<file path="src/sv/lbsc_pkg.sv">
// Shared types and constants for the LRU block slot cache.
// Used by lbsc_ctrl, lbsc_datapath and lru_block_slot_cache_core.
package lbsc_pkg;

   localparam int unsigned SLOTS_DEFAULT = 4;
   localparam int unsigned INDEX_W       = 16;
   localparam int unsigned SLOT_W        = 4;
   localparam int unsigned STAMP_W       = 32;
   localparam int unsigned COUNT_W       = 17;

   typedef enum logic [1:0] {
      STATUS_HIT     = 2'd0,
      STATUS_MISS    = 2'd1,
      STATUS_RANGE   = 2'd2,
      STATUS_EMPTIED = 2'd3
   } status_type;

   typedef struct packed {
      logic capture;
      logic commit;
      logic scan_init;
      logic scan_step;
   } cmd_type;

   typedef struct packed {
      logic quick;
      logic scan_last;
      logic out_free;
   } sts_type;

endpackage

</file>
<file path="src/sv/lbsc_ctrl.sv">
// Controller state machine of the LRU block slot cache.
// Depends on lbsc_pkg; drives commands into lbsc_datapath.
module lbsc_ctrl (
   input  logic             clock,
   input  logic             reset,
   input  logic             req_tvalid,
   output logic             req_tready,
   input  lbsc_pkg::sts_type sts,
   output lbsc_pkg::cmd_type cmd
);

   typedef enum logic [1:0] {
      S_IDLE,
      S_EVAL,
      S_SCAN,
      S_DONE
   } state_type;

   state_type state_ff;
   logic      ready_ff;

   assign req_tready = ready_ff;

   always_comb begin
      cmd = '0;
      case (state_ff)
         S_IDLE: begin
            cmd.capture = req_tvalid;
         end
         S_EVAL: begin
            if (sts.quick) begin
               cmd.commit = sts.out_free;
            end else begin
               cmd.scan_init = 1'b1;
            end
         end
         S_SCAN: begin
            cmd.scan_step = 1'b1;
         end
         S_DONE: begin
            cmd.commit = sts.out_free;
         end
         default: begin
            cmd = '0;
         end
      endcase
   end

   always_ff @(posedge clock) begin
      if (reset) begin
         state_ff <= S_IDLE;
         ready_ff <= 1'b1;
      end else begin
         case (state_ff)
            S_IDLE: begin
               if (req_tvalid) begin
                  state_ff <= S_EVAL;
                  ready_ff <= 1'b0;
               end
            end
            S_EVAL: begin
               if (!sts.quick) begin
                  state_ff <= S_SCAN;
               end else if (sts.out_free) begin
                  state_ff <= S_IDLE;
                  ready_ff <= 1'b1;
               end
            end
            S_SCAN: begin
               if (sts.scan_last) begin
                  state_ff <= S_DONE;
               end
            end
            S_DONE: begin
               if (sts.out_free) begin
                  state_ff <= S_IDLE;
                  ready_ff <= 1'b1;
               end
            end
            default: begin
               state_ff <= S_IDLE;
               ready_ff <= 1'b1;
            end
         endcase
      end
   end

endmodule

</file>
<file path="src/sv/lbsc_datapath.sv">
// Datapath of the LRU block slot cache: slot tags, stamps, use clock,
// oldest-stamp scan and response register. Depends on lbsc_pkg.
module lbsc_datapath #(
   parameter int unsigned SLOTS = lbsc_pkg::SLOTS_DEFAULT
) (
   input  logic                            clock,
   input  logic                            reset,
   input  logic                            csr_wr_en,
   input  logic [lbsc_pkg::COUNT_W-1:0]    csr_wr_data,
   input  logic                            req_mode,
   input  logic [lbsc_pkg::INDEX_W-1:0]    req_index,
   input  logic [lbsc_pkg::SLOT_W-1:0]     req_fslot,
   input  lbsc_pkg::cmd_type               cmd,
   output lbsc_pkg::sts_type               sts,
   output logic                            rsp_tvalid,
   input  logic                            rsp_tready,
   output logic [1:0]                      rsp_status,
   output logic [lbsc_pkg::SLOT_W-1:0]     rsp_slot
);

   localparam int unsigned SW = $clog2(SLOTS);
   localparam int unsigned IW = lbsc_pkg::INDEX_W;
   localparam int unsigned TW = lbsc_pkg::STAMP_W;
   localparam int unsigned FW = lbsc_pkg::SLOT_W;

   logic                         mode_ff;
   logic [IW-1:0]                index_ff;
   logic [FW-1:0]                fslot_ff;
   logic [lbsc_pkg::COUNT_W-1:0] block_count_ff;
   logic [SLOTS-1:0]             valid_ff;
   logic [IW-1:0]                tag_ff [SLOTS];
   logic [TW-1:0]                stamp_ff [SLOTS];
   logic [TW-1:0]                clock_ff;
   logic [SW-1:0]                scan_idx_ff;
   logic [SW-1:0]                best_idx_ff;
   logic [TW-1:0]                best_stamp_ff;
   logic                         rsp_valid_ff;
   lbsc_pkg::status_type         rsp_status_ff;
   logic [FW-1:0]                rsp_slot_ff;

   logic                         hit;
   logic [SW-1:0]                hit_idx;
   logic                         has_empty;
   logic [SW-1:0]                empty_idx;
   logic                         fslot_ok;
   logic                         range_bad;
   logic [SW-1:0]                victim;
   logic [TW-1:0]                clock_next;
   logic [TW-1:0]                cand_stamp;
   logic                         cand_lt;
   lbsc_pkg::status_type         res_status;
   logic [FW-1:0]                res_slot;

   always_comb begin
      hit       = 1'b0;
      hit_idx   = '0;
      has_empty = 1'b0;
      empty_idx = '0;
      for (int i = SLOTS - 1; i >= 0; i--) begin
         if (valid_ff[i] && (tag_ff[i] == index_ff)) begin
            hit     = 1'b1;
            hit_idx = SW'(i);
         end
         if (!valid_ff[i]) begin
            has_empty = 1'b1;
            empty_idx = SW'(i);
         end
      end
   end

   assign fslot_ok   = (5'(fslot_ff) < 5'(SLOTS));
   assign range_bad  = ({1'b0, index_ff} >= block_count_ff);
   assign victim     = has_empty ? empty_idx : best_idx_ff;
   assign clock_next = clock_ff + 32'd1;
   assign cand_stamp = stamp_ff[scan_idx_ff];
   assign cand_lt    = (cand_stamp < best_stamp_ff);

   assign sts.quick     = mode_ff || range_bad || hit || has_empty;
   assign sts.scan_last = (scan_idx_ff == SW'(SLOTS - 1));
   assign sts.out_free  = !rsp_valid_ff || rsp_tready;

   always_comb begin
      if (mode_ff) begin
         res_status = fslot_ok ? lbsc_pkg::STATUS_EMPTIED : lbsc_pkg::STATUS_RANGE;
         res_slot   = fslot_ff;
      end else if (range_bad) begin
         res_status = lbsc_pkg::STATUS_RANGE;
         res_slot   = '0;
      end else if (hit) begin
         res_status = lbsc_pkg::STATUS_HIT;
         res_slot   = FW'(hit_idx);
      end else begin
         res_status = lbsc_pkg::STATUS_MISS;
         res_slot   = FW'(victim);
      end
   end

   // control state
   always_ff @(posedge clock) begin
      if (reset) begin
         block_count_ff <= '0;
         valid_ff       <= '0;
         clock_ff       <= '0;
         rsp_valid_ff   <= 1'b0;
      end else begin
         if (csr_wr_en) begin
            block_count_ff <= csr_wr_data;
         end
         if (cmd.commit) begin
            rsp_valid_ff <= 1'b1;
            if (mode_ff) begin
               if (fslot_ok) begin
                  valid_ff[fslot_ff[SW-1:0]] <= 1'b0;
               end
            end else if (!range_bad) begin
               clock_ff <= clock_next;
               if (!hit) begin
                  valid_ff[victim] <= 1'b1;
               end
            end
         end else if (rsp_tready) begin
            rsp_valid_ff <= 1'b0;
         end
      end
   end

   // payload
   always_ff @(posedge clock) begin
      if (cmd.capture) begin
         mode_ff  <= req_mode;
         index_ff <= req_index;
         fslot_ff <= req_fslot;
      end
      if (cmd.scan_init) begin
         best_idx_ff   <= '0;
         best_stamp_ff <= stamp_ff[0];
         scan_idx_ff   <= SW'(1);
      end else if (cmd.scan_step) begin
         if (cand_lt) begin
            best_idx_ff   <= scan_idx_ff;
            best_stamp_ff <= cand_stamp;
         end
         scan_idx_ff <= scan_idx_ff + SW'(1);
      end
      if (cmd.commit) begin
         rsp_status_ff <= res_status;
         rsp_slot_ff   <= res_slot;
         if (!mode_ff && !range_bad) begin
            if (hit) begin
               stamp_ff[hit_idx] <= clock_next;
            end else begin
               tag_ff[victim]   <= index_ff;
               stamp_ff[victim] <= clock_next;
            end
         end
      end
   end

   assign rsp_tvalid = rsp_valid_ff;
   assign rsp_status = rsp_status_ff;
   assign rsp_slot   = rsp_slot_ff;

endmodule

</file>
<file path="src/sv/lru_block_slot_cache_core.sv">
// LRU block slot cache, top level.
// Usage:
//   A request on req_* is either a lookup of a block index (req_tuser = 0)
//   or a report that filling a slot failed (req_tuser = 1). Each request
//   yields one response on rsp_*: status in rsp_tuser, slot in rsp_tdata.
//   csr_wr_en/csr_wr_data set the block count; write it only while idle.
// Timing:
//   Hits, out-of-range lookups, fill-failed reports and misses with an
//   empty slot are committed from state EVAL once the response register
//   is free. A miss with every slot in use first scans the stamps one
//   slot per cycle in state SCAN, then commits from state DONE.
//   One request is in flight at a time; req_tready is high only when idle.
// Reset:
//   Synchronous; all slots empty, use clock and block count zero.
// Stalls:
//   The response register holds while rsp_tready is low; the next request
//   may be accepted meanwhile but its commit waits for the register.
// Depends on lbsc_pkg, lbsc_ctrl and lbsc_datapath.
module lru_block_slot_cache_core #(
   parameter int unsigned SLOTS = lbsc_pkg::SLOTS_DEFAULT
) (
   input  logic        clock,
   input  logic        reset,
   input  logic        csr_wr_en,
   input  logic [16:0] csr_wr_data,   // block_count
   input  logic        req_tvalid,
   output logic        req_tready,
   input  logic [23:0] req_tdata,     // [15:0] block_index, [19:16] failed_slot
   input  logic        req_tuser,     // [0] mode
   output logic        rsp_tvalid,
   input  logic        rsp_tready,
   output logic [7:0]  rsp_tdata,     // [3:0] slot
   output logic [1:0]  rsp_tuser      // [1:0] status
);

   lbsc_pkg::cmd_type cmd;
   lbsc_pkg::sts_type sts;
   logic [lbsc_pkg::SLOT_W-1:0] rsp_slot;

   lbsc_ctrl u_ctrl (
      .clock      (clock),
      .reset      (reset),
      .req_tvalid (req_tvalid),
      .req_tready (req_tready),
      .sts        (sts),
      .cmd        (cmd)
   );

   lbsc_datapath #(
      .SLOTS (SLOTS)
   ) u_datapath (
      .clock       (clock),
      .reset       (reset),
      .csr_wr_en   (csr_wr_en),
      .csr_wr_data (csr_wr_data),
      .req_mode    (req_tuser),
      .req_index   (req_tdata[15:0]),
      .req_fslot   (req_tdata[19:16]),
      .cmd         (cmd),
      .sts         (sts),
      .rsp_tvalid  (rsp_tvalid),
      .rsp_tready  (rsp_tready),
      .rsp_status  (rsp_tuser),
      .rsp_slot    (rsp_slot)
   );

   assign rsp_tdata = {4'd0, rsp_slot};

`ifndef SYNTHESIS
   a_commit_needs_room: assert property (@(posedge clock) disable iff (reset)
      cmd.commit |-> sts.out_free)
      else $error("commit while response register is occupied");

   a_capture_alone: assert property (@(posedge clock) disable iff (reset)
      cmd.capture |-> !(cmd.commit || cmd.scan_init || cmd.scan_step))
      else $error("capture overlaps another command");

   a_busy_after_capture: assert property (@(posedge clock) disable iff (reset)
      cmd.capture |=> !req_tready)
      else $error("ready high right after a request was taken");

   a_commit_shows: assert property (@(posedge clock) disable iff (reset)
      cmd.commit |=> rsp_tvalid)
      else $error("commit did not produce a response");
`endif

endmodule
</file>
<file path="config.mk">
export PLATFORM = sky130hd
export DESIGN_NAME = lru_block_slot_cache_core
export DESIGN_NICKNAME = d
export VERILOG_FILES = /design/src/sv/lbsc_pkg.sv /design/src/sv/lbsc_ctrl.sv /design/src/sv/lbsc_datapath.sv /design/src/sv/lru_block_slot_cache_core.sv
export SDC_FILE = /design/constraint.sdc
export NUM_CORES = 1
export LEC_CHECK = 0
export ABC_AREA = 0
export BUFFER_PORTS_ARGS = -buffer_cell sky130_fd_sc_hd__buf_2
export CAP_MARGIN = 20
export CORE_AREA = 2 2 180 182
export CTS_BUF_LIST = sky130_fd_sc_hd__clkbuf_16
export CTS_CLUSTER_SIZE = 8
export DETAILED_ROUTE_END_ITERATION = 16
export DIE_AREA = 0 0 182 184
export SYNTH_ARGS = -nofsm -noshare
export SYNTH_HDL_FRONTEND = slang
export SYNTH_SLANG_ARGS = --single-unit
</file>
<file path="constraint.sdc">
create_clock -name clock -period 5.4 [get_ports clock]
set_clock_uncertainty 0.1 [all_clocks]
set_input_delay 0.54 -clock clock [delete_from_list [all_inputs] [get_ports clock]]
set_output_delay 0.54 -clock clock [all_outputs]
set_load 0.02 [all_outputs]
</file>
Word-level counts from Yosys, hierarchy flattened --
Memories as Yosys holds them, arrays and structs flattened. A register that Yosys moved wholly into a read port is not among the register bits. Cells that the tools add are included.
Storage, ports and cells: bits in registers 120, memory bits (writable) 192, word-level logic and storage cells 135, memories kept 2
Cells by class: add/subtract/negate cells 2, order comparisons 7, eq/ne operators 14, mux-type cells 65, bitwise logic cells 5, reductions and logical operators 26
Memory list:
- u_datapath.stamp_ff | words 4, bits a word 32, read ports 2, clocked after memory_dff 1, wr ports 1, line lbsc_datapath.sv:32 | logic [TW-1:0] stamp_ff [SLOTS];
- u_datapath.tag_ff | words 4, bits a word 16, read ports 4, clocked after memory_dff 0, wr ports 1, line lbsc_datapath.sv:31 | logic [IW-1:0] tag_ff [SLOTS];
Operators with widths (number):
- 2-to-1 mux 32 bit | 4
- == test 16 bit | 4
- 2-to-1 mux 2 bit | 19
- adder 32 x 1 -> 32 bit (second input constant) | 1
- < comparator 32 bit | 1
- OR reduction 32 bit | 1
- 2-to-1 mux 1 bit | 31
- 2-to-1 mux 4 bit | 6
- greater-or-equal comparator 16 x 17 -> 1 bit | 1
- case mux 2 bit (4 select lines) | 1
- logical AND 1 bit | 7
- == test 2 bit (second input constant) | 3
- < comparator 2 x 3 -> 1 bit (second input constant) | 2
- inequality test 2 x 1 -> 1 bit (second input constant) | 3
- inequality test 2 bit (second input constant) | 3
- AND reduction 2 bit | 3
- AND reduction 3 bit | 2
- nonzero test 2 bit | 3
- AND 4 bit | 1
- demux 1 bit (select 2 bit) | 2
- greater-or-equal comparator 2 x 1 -> 1 bit (second input constant) | 2
- logical OR 1 bit | 4
- < comparator 4 x 3 -> 1 bit (second input constant) | 1
- inverter 4 bit | 1
- 10 further kinds | 13

Depth between registers and ports, before layout --
An unclocked memory read counts as a cell.
depth in word-level cells 15, depth in mapped cells 12, gate-level depth less buffers 10

Hierarchy --
A second synthesis with hierarchy kept.
Unflattened totals: cell total of the unflattened synthesis 1020, area total of the unflattened synthesis 14093.5 um^2
By module, submodules not included:
- lbsc_datapath | times used 1, cells an instance 1000, area each 13900.8 um^2, seq. area each 8738.4 um^2
- lbsc_ctrl | times used 1, cells an instance 15, area each 158.9 um^2, seq. area each 60.1 um^2
- lru_block_slot_cache_core | times used 1, cells an instance 5, area each 33.8 um^2, seq. area each 0.0 um^2

Worst setup path after synthesis --
Ideal clock, no wire load.
path type register -> register, from register u_datapath.index_ff[12], to memory u_datapath.stamp_ff[3][0] in the netlist's numbering (enable), setup time 0.461 ns, arrival time 4.302 ns, required time 4.839 ns, slack 0.537 ns, stages on the path, launching flop included 9, clock period less this slack 4.863 ns, cells stage by stage edfxtp_1 > ha_1 > a21oi_1 > o21ai_0 > a2111oi_2 > nand3_1 > nor2_1 > a31oi_1 > nor3_1
On the way: longest elaborated chain between the ends 14, elaborated cells between the ends (all ways) 35, those cells by class order compare: 1; eq/ne: 4; mux: 20; reduce/logical: 10
RTL lines:
- start, declared | line lbsc_datapath.sv:27 | logic [IW-1:0] index_ff;
- start signal, assigned | line lbsc_datapath.sv:131 | index_ff <= req_index;
- == test 16 bit | line lbsc_datapath.sv:60 | if (valid_ff[i] && (tag_ff[i] == index_ff)) begin
- logical AND 1 bit | line lbsc_datapath.sv:60
- 2-to-1 mux 1 bit (4 in a row) | line lbsc_datapath.sv:60
- logical OR 1 bit (2 in a row) | line lbsc_datapath.sv:78 | assign sts.quick = mode_ff || range_bad || hit || has_empty;
- 2-to-1 mux 1 bit | line lbsc_ctrl.sv:31 | if (sts.quick) begin
- case mux 1 bit (2 select lines) | line lbsc_ctrl.sv:26 | case (state_ff)
- 2-to-1 mux 1 bit | line lbsc_datapath.sv:145 | if (cmd.commit) begin
- 2-to-1 mux 1 bit (implied by the code) | line lbsc_datapath.sv:153 | stamp_ff[victim] <= clock_next;
- OR reduction 32 bit (no source line)
- 2-to-1 mux 2 bit (no source line) or 2-to-1 mux 1 bit (tied branches)
- end, declared | line lbsc_datapath.sv:32
Parallel ways exist; a longest one is shown, timed or not.

==> results_dict.tcl <==
set metrics [dict create \
    track_usage_pct 16.8 \
    cts.clk_slew.worst_paths_ns 0.05 \
    yosysTopAreaCellShare_pct 53.8 \
    synth_cell_types 59 \
    detail-route-antenna-nets 0 \
    drive_above_1_share_pct 19.1 \
    maxSlewHeadroom_pct 45.9 \
    end_kind "flip-flop" \
    design_power_total_uw 5470 \
    fmax_mhz 240 \
    cellPowerDensity_nw_per_um2 341 \
    synth_area_leaders "edfxtp_1 54%, dfxtp_1 9.0%, mux4_2 5.1%" \
    mostFrequentLayoutCell "edfxtp_1" \
    cts_hold_buffers 0 \
    layout_setup_ws_ns 1.23 \
    totalWireLength_um 27300 \
    grt_pass1_vias 8166 \
    final_cell_mix "251 x edfxtp_1, 86 x inv_1, 62 x dfxtp_1, 50 x buf_2, 49 x ha_1" \
    syn-instance-count 979 \
    required_ns 5.50 \
    fp-row-count 65 \
    die-area_um2 33500 \
    syn_to_final_growth_pct 14.5 \
    slowest_stage "dfxtp_2" \
    via_per_inst 5.39 \
    min_path_type "in2reg" \
    cp_slowest_stage_delay_ns 0.67 \
    clkPwrFrac_pct 46.1 \
    antenna_found_initial 0 \
    p_sw_uw 1160 \
    crit_type "reg2reg" \
    drc 0 \
    cp_top_family "compound AO/OA/AOI/OAI gates" \
    seqPwrFrac_pct 49.3 \
    path_cells "buf_4 > mux4_2 > ha_1 > a211oi_1 > o21ai_0 > o211ai_1 > a21oi_1 > a2111oi_0 > buf_4 > o21ai_0 > nand2_1 > buf_12" \
    wl_per_cell_um 18.4 \
    fp.dieH_um 184 \
    antenna_cells 0 \
    fin_hold_ws_ns 0.0915 \
    h-tree-depth 2 \
    register_area_um2 8800 \
    crit_buf_inv 3 \
    synth_edf_count 251 \
    grt_pass1_wl_um 43900 \
    setup_viol 0 \
    fp.coreArea_um2 31400 \
    synthArstFlopShare_pct 0 \
    slew_violations 0 \
    numCtsBuffers 45 \
    drtIter0Drc 467 \
    hpwl_um 17800 \
    vias 8006 \
    cts_setup_buffers 0 \
    io_pins 59 \
    fillers 2658 \
    syn_area_um2 14000 \
    irDropWorstVdd_mv 0.219 \
    numClockSinks 314 \
    hold_viol 0 \
    avgSynthCellArea_um2 14.3 \
    status "completed" \
    setup.worst_path.start_class "flip-flop" \
    post-place-ws_ns 1.13 \
    cts_tree "yes" \
    worst_slew_pin_slew_ns 0.812 \
    multi_input_area_um2 4800 \
    fin_tns_setup_ns 0 \
    synth-seq-cells 314 \
    final_util_pct 51.1 \
    p_int_uw 4310 \
    cts_resized 0 \
    leakage_uw 0.00608 \
    combPwrFrac_pct 4.6 \
    insertion_delay_ns 0.52 \
    crit_fanout 32 \
    synth_seq_area_share_pct 62.8 \
    start_util_pct 44.6 \
    gp_congestion 0.819 \
    post-route-period-util_pct 77.3 \
    dr.pass1.iters 4 \
    synth_ff_type "edfxtp_1" \
    cap_violations 0 \
    clk_path_buf_depth 3 \
    clockRootBuffer "clkbuf_16" \
    synth_area_leader_cell "edfxtp_1" \
    worst_ep_arrival_time_ns 4.28 \
    fin_crit_ns 4.17 \
    switching_share_pct 21.2 \
    grt_overflow 0 \
    grt_max_degree 66 \
    grt_setup_unrepaired "false" \
    yosysWarnings 0 \
    io_buffers 50 \
    final_nets 1155 \
    die_w_um 182 \
]
[layout make-up]
class,instances,area share [%]
Clock buffer,46,7.17
Clock inverter,26,0.850
Multi-Input combinational cell,566,29.9
Sequential cell,314,54.8
Timing Repair Buffer,68,2.60
Tap cell,402,3.13
Inverter,64,1.50
[sequential cells by signal, summed over array words and instances (netlist names), 2 cells and up, named ones only]
name	count
u_datapath.best_idx_ff	2
u_datapath.rsp_status	2
u_datapath.scan_idx_ff	2
u_datapath.valid_ff	4
u_datapath.clock_ff	32
u_datapath.rsp_slot	4
u_datapath.fslot_ff	4
u_datapath.block_count_ff	17
u_datapath.best_stamp_ff	32
u_datapath.tag_ff	64
u_ctrl.state_ff	2
u_datapath.index_ff	16
u_datapath.stamp_ff	128
[routing by layer]
layer  track usage, %  up-vias  part of all wire [%]
li1                 -     3891                     -
met1             22.2     3940                    46
met2             28.4      134                    49
met3             3.01       41                   3.7
met4             5.13        0                   2.1
met5                0        -                     0
[path summary, 6_finish.rpt]
kind | startpoint | end | slack (ns) | cells after the start
worst max-delay path | flip-flop | u_datapath.best_stamp_ff[13]$_DFFE_PP_ | 1.23 | 12
worst max register to register | flip-flop | u_datapath.best_stamp_ff[13]$_DFFE_PP_ | 1.23 | 12
worst min-delay path | req_tdata[3] | u_datapath.index_ff[3]$_DFFE_PP_ | 0.09 | 1
worst min register to register | u_datapath.best_idx_ff[1]$_SDFFE_PP0P_ | u_datapath.best_idx_ff[1]$_SDFFE_PP0P_ | 0.39 | 2
[cell usage after synthesis (3+ instances only)]
| cell | count |
|---|---|
| a21o_1 | 5 |
| a211oi_1 | 6 |
| a21oi_1 | 44 |
| or4_1 | 29 |
| o31ai_1 | 33 |
| and3_1 | 7 |
| buf_1 | 3 |
| buf_4 | 5 |
| dfxtp_1 | 63 |
| nor4_1 | 10 |
| mux2i_1 | 20 |
| o211ai_1 | 6 |
| xnor2_1 | 46 |
| and4_1 | 7 |
| mux4_2 | 32 |
| nand4_1 | 22 |
| o21a_1 | 3 |
| mux2_2 | 32 |
| ha_1 | 49 |
| clkbuf_8 | 3 |
| nand3_1 | 15 |
| or3_1 | 3 |
| a31oi_1 | 3 |
| nor2_1 | 42 |
| or2_2 | 8 |
| nand2_1 | 27 |
| xor2_1 | 48 |
| clkbuf_1 | 19 |
| edfxtp_1 | 251 |
| inv_1 | 63 |
| and2_1 | 5 |
| o21ai_0 | 18 |
| nor3_1 | 12 |
| buf_2 | 7 |
[through the flow]
| step | std cells | instance area, um^2 |
|---|---|---|
| finish | 1486 | 16000 |
| global route | 1486 | 16000 |
| CTS | 1486 | 16000 |
| detailed placement | 1414 | 14800 |
| global placement | 1413 | 14700 |
| floorplan | 982 | 14000 |
[cells by family (layout without fill, tap and decap cells)]
family / Yosys count / after routing / share of synthesized area (%)
AOI/OAI and AO/OA: 133 / 133 / 6.18
muxes: 84 / 84 / 9.14
other: 1 / 4 / 0.0268
and+or+nand+nor: 202 / 202 / 8.40
adders and majority gates: 49 / 49 / 4.38
xor gates and xnor gates: 94 / 94 / 5.88
DFF: 314 / 314 / 62.8
buffers and inverters: 102 / 204 / 3.20
[power by group through the flow]
stage                     registers [uW]  clock network, uW  logic [uW]
after floorplan                     2720                  0         184
after global placement              2740                  0         250
after detailed placement            2750                  0         256
after CTS                           2700               2580         257
after global routing                2700               2690         283
final                               2700               2520         253
No activity file was read; power rests on OpenSTA's default activity.
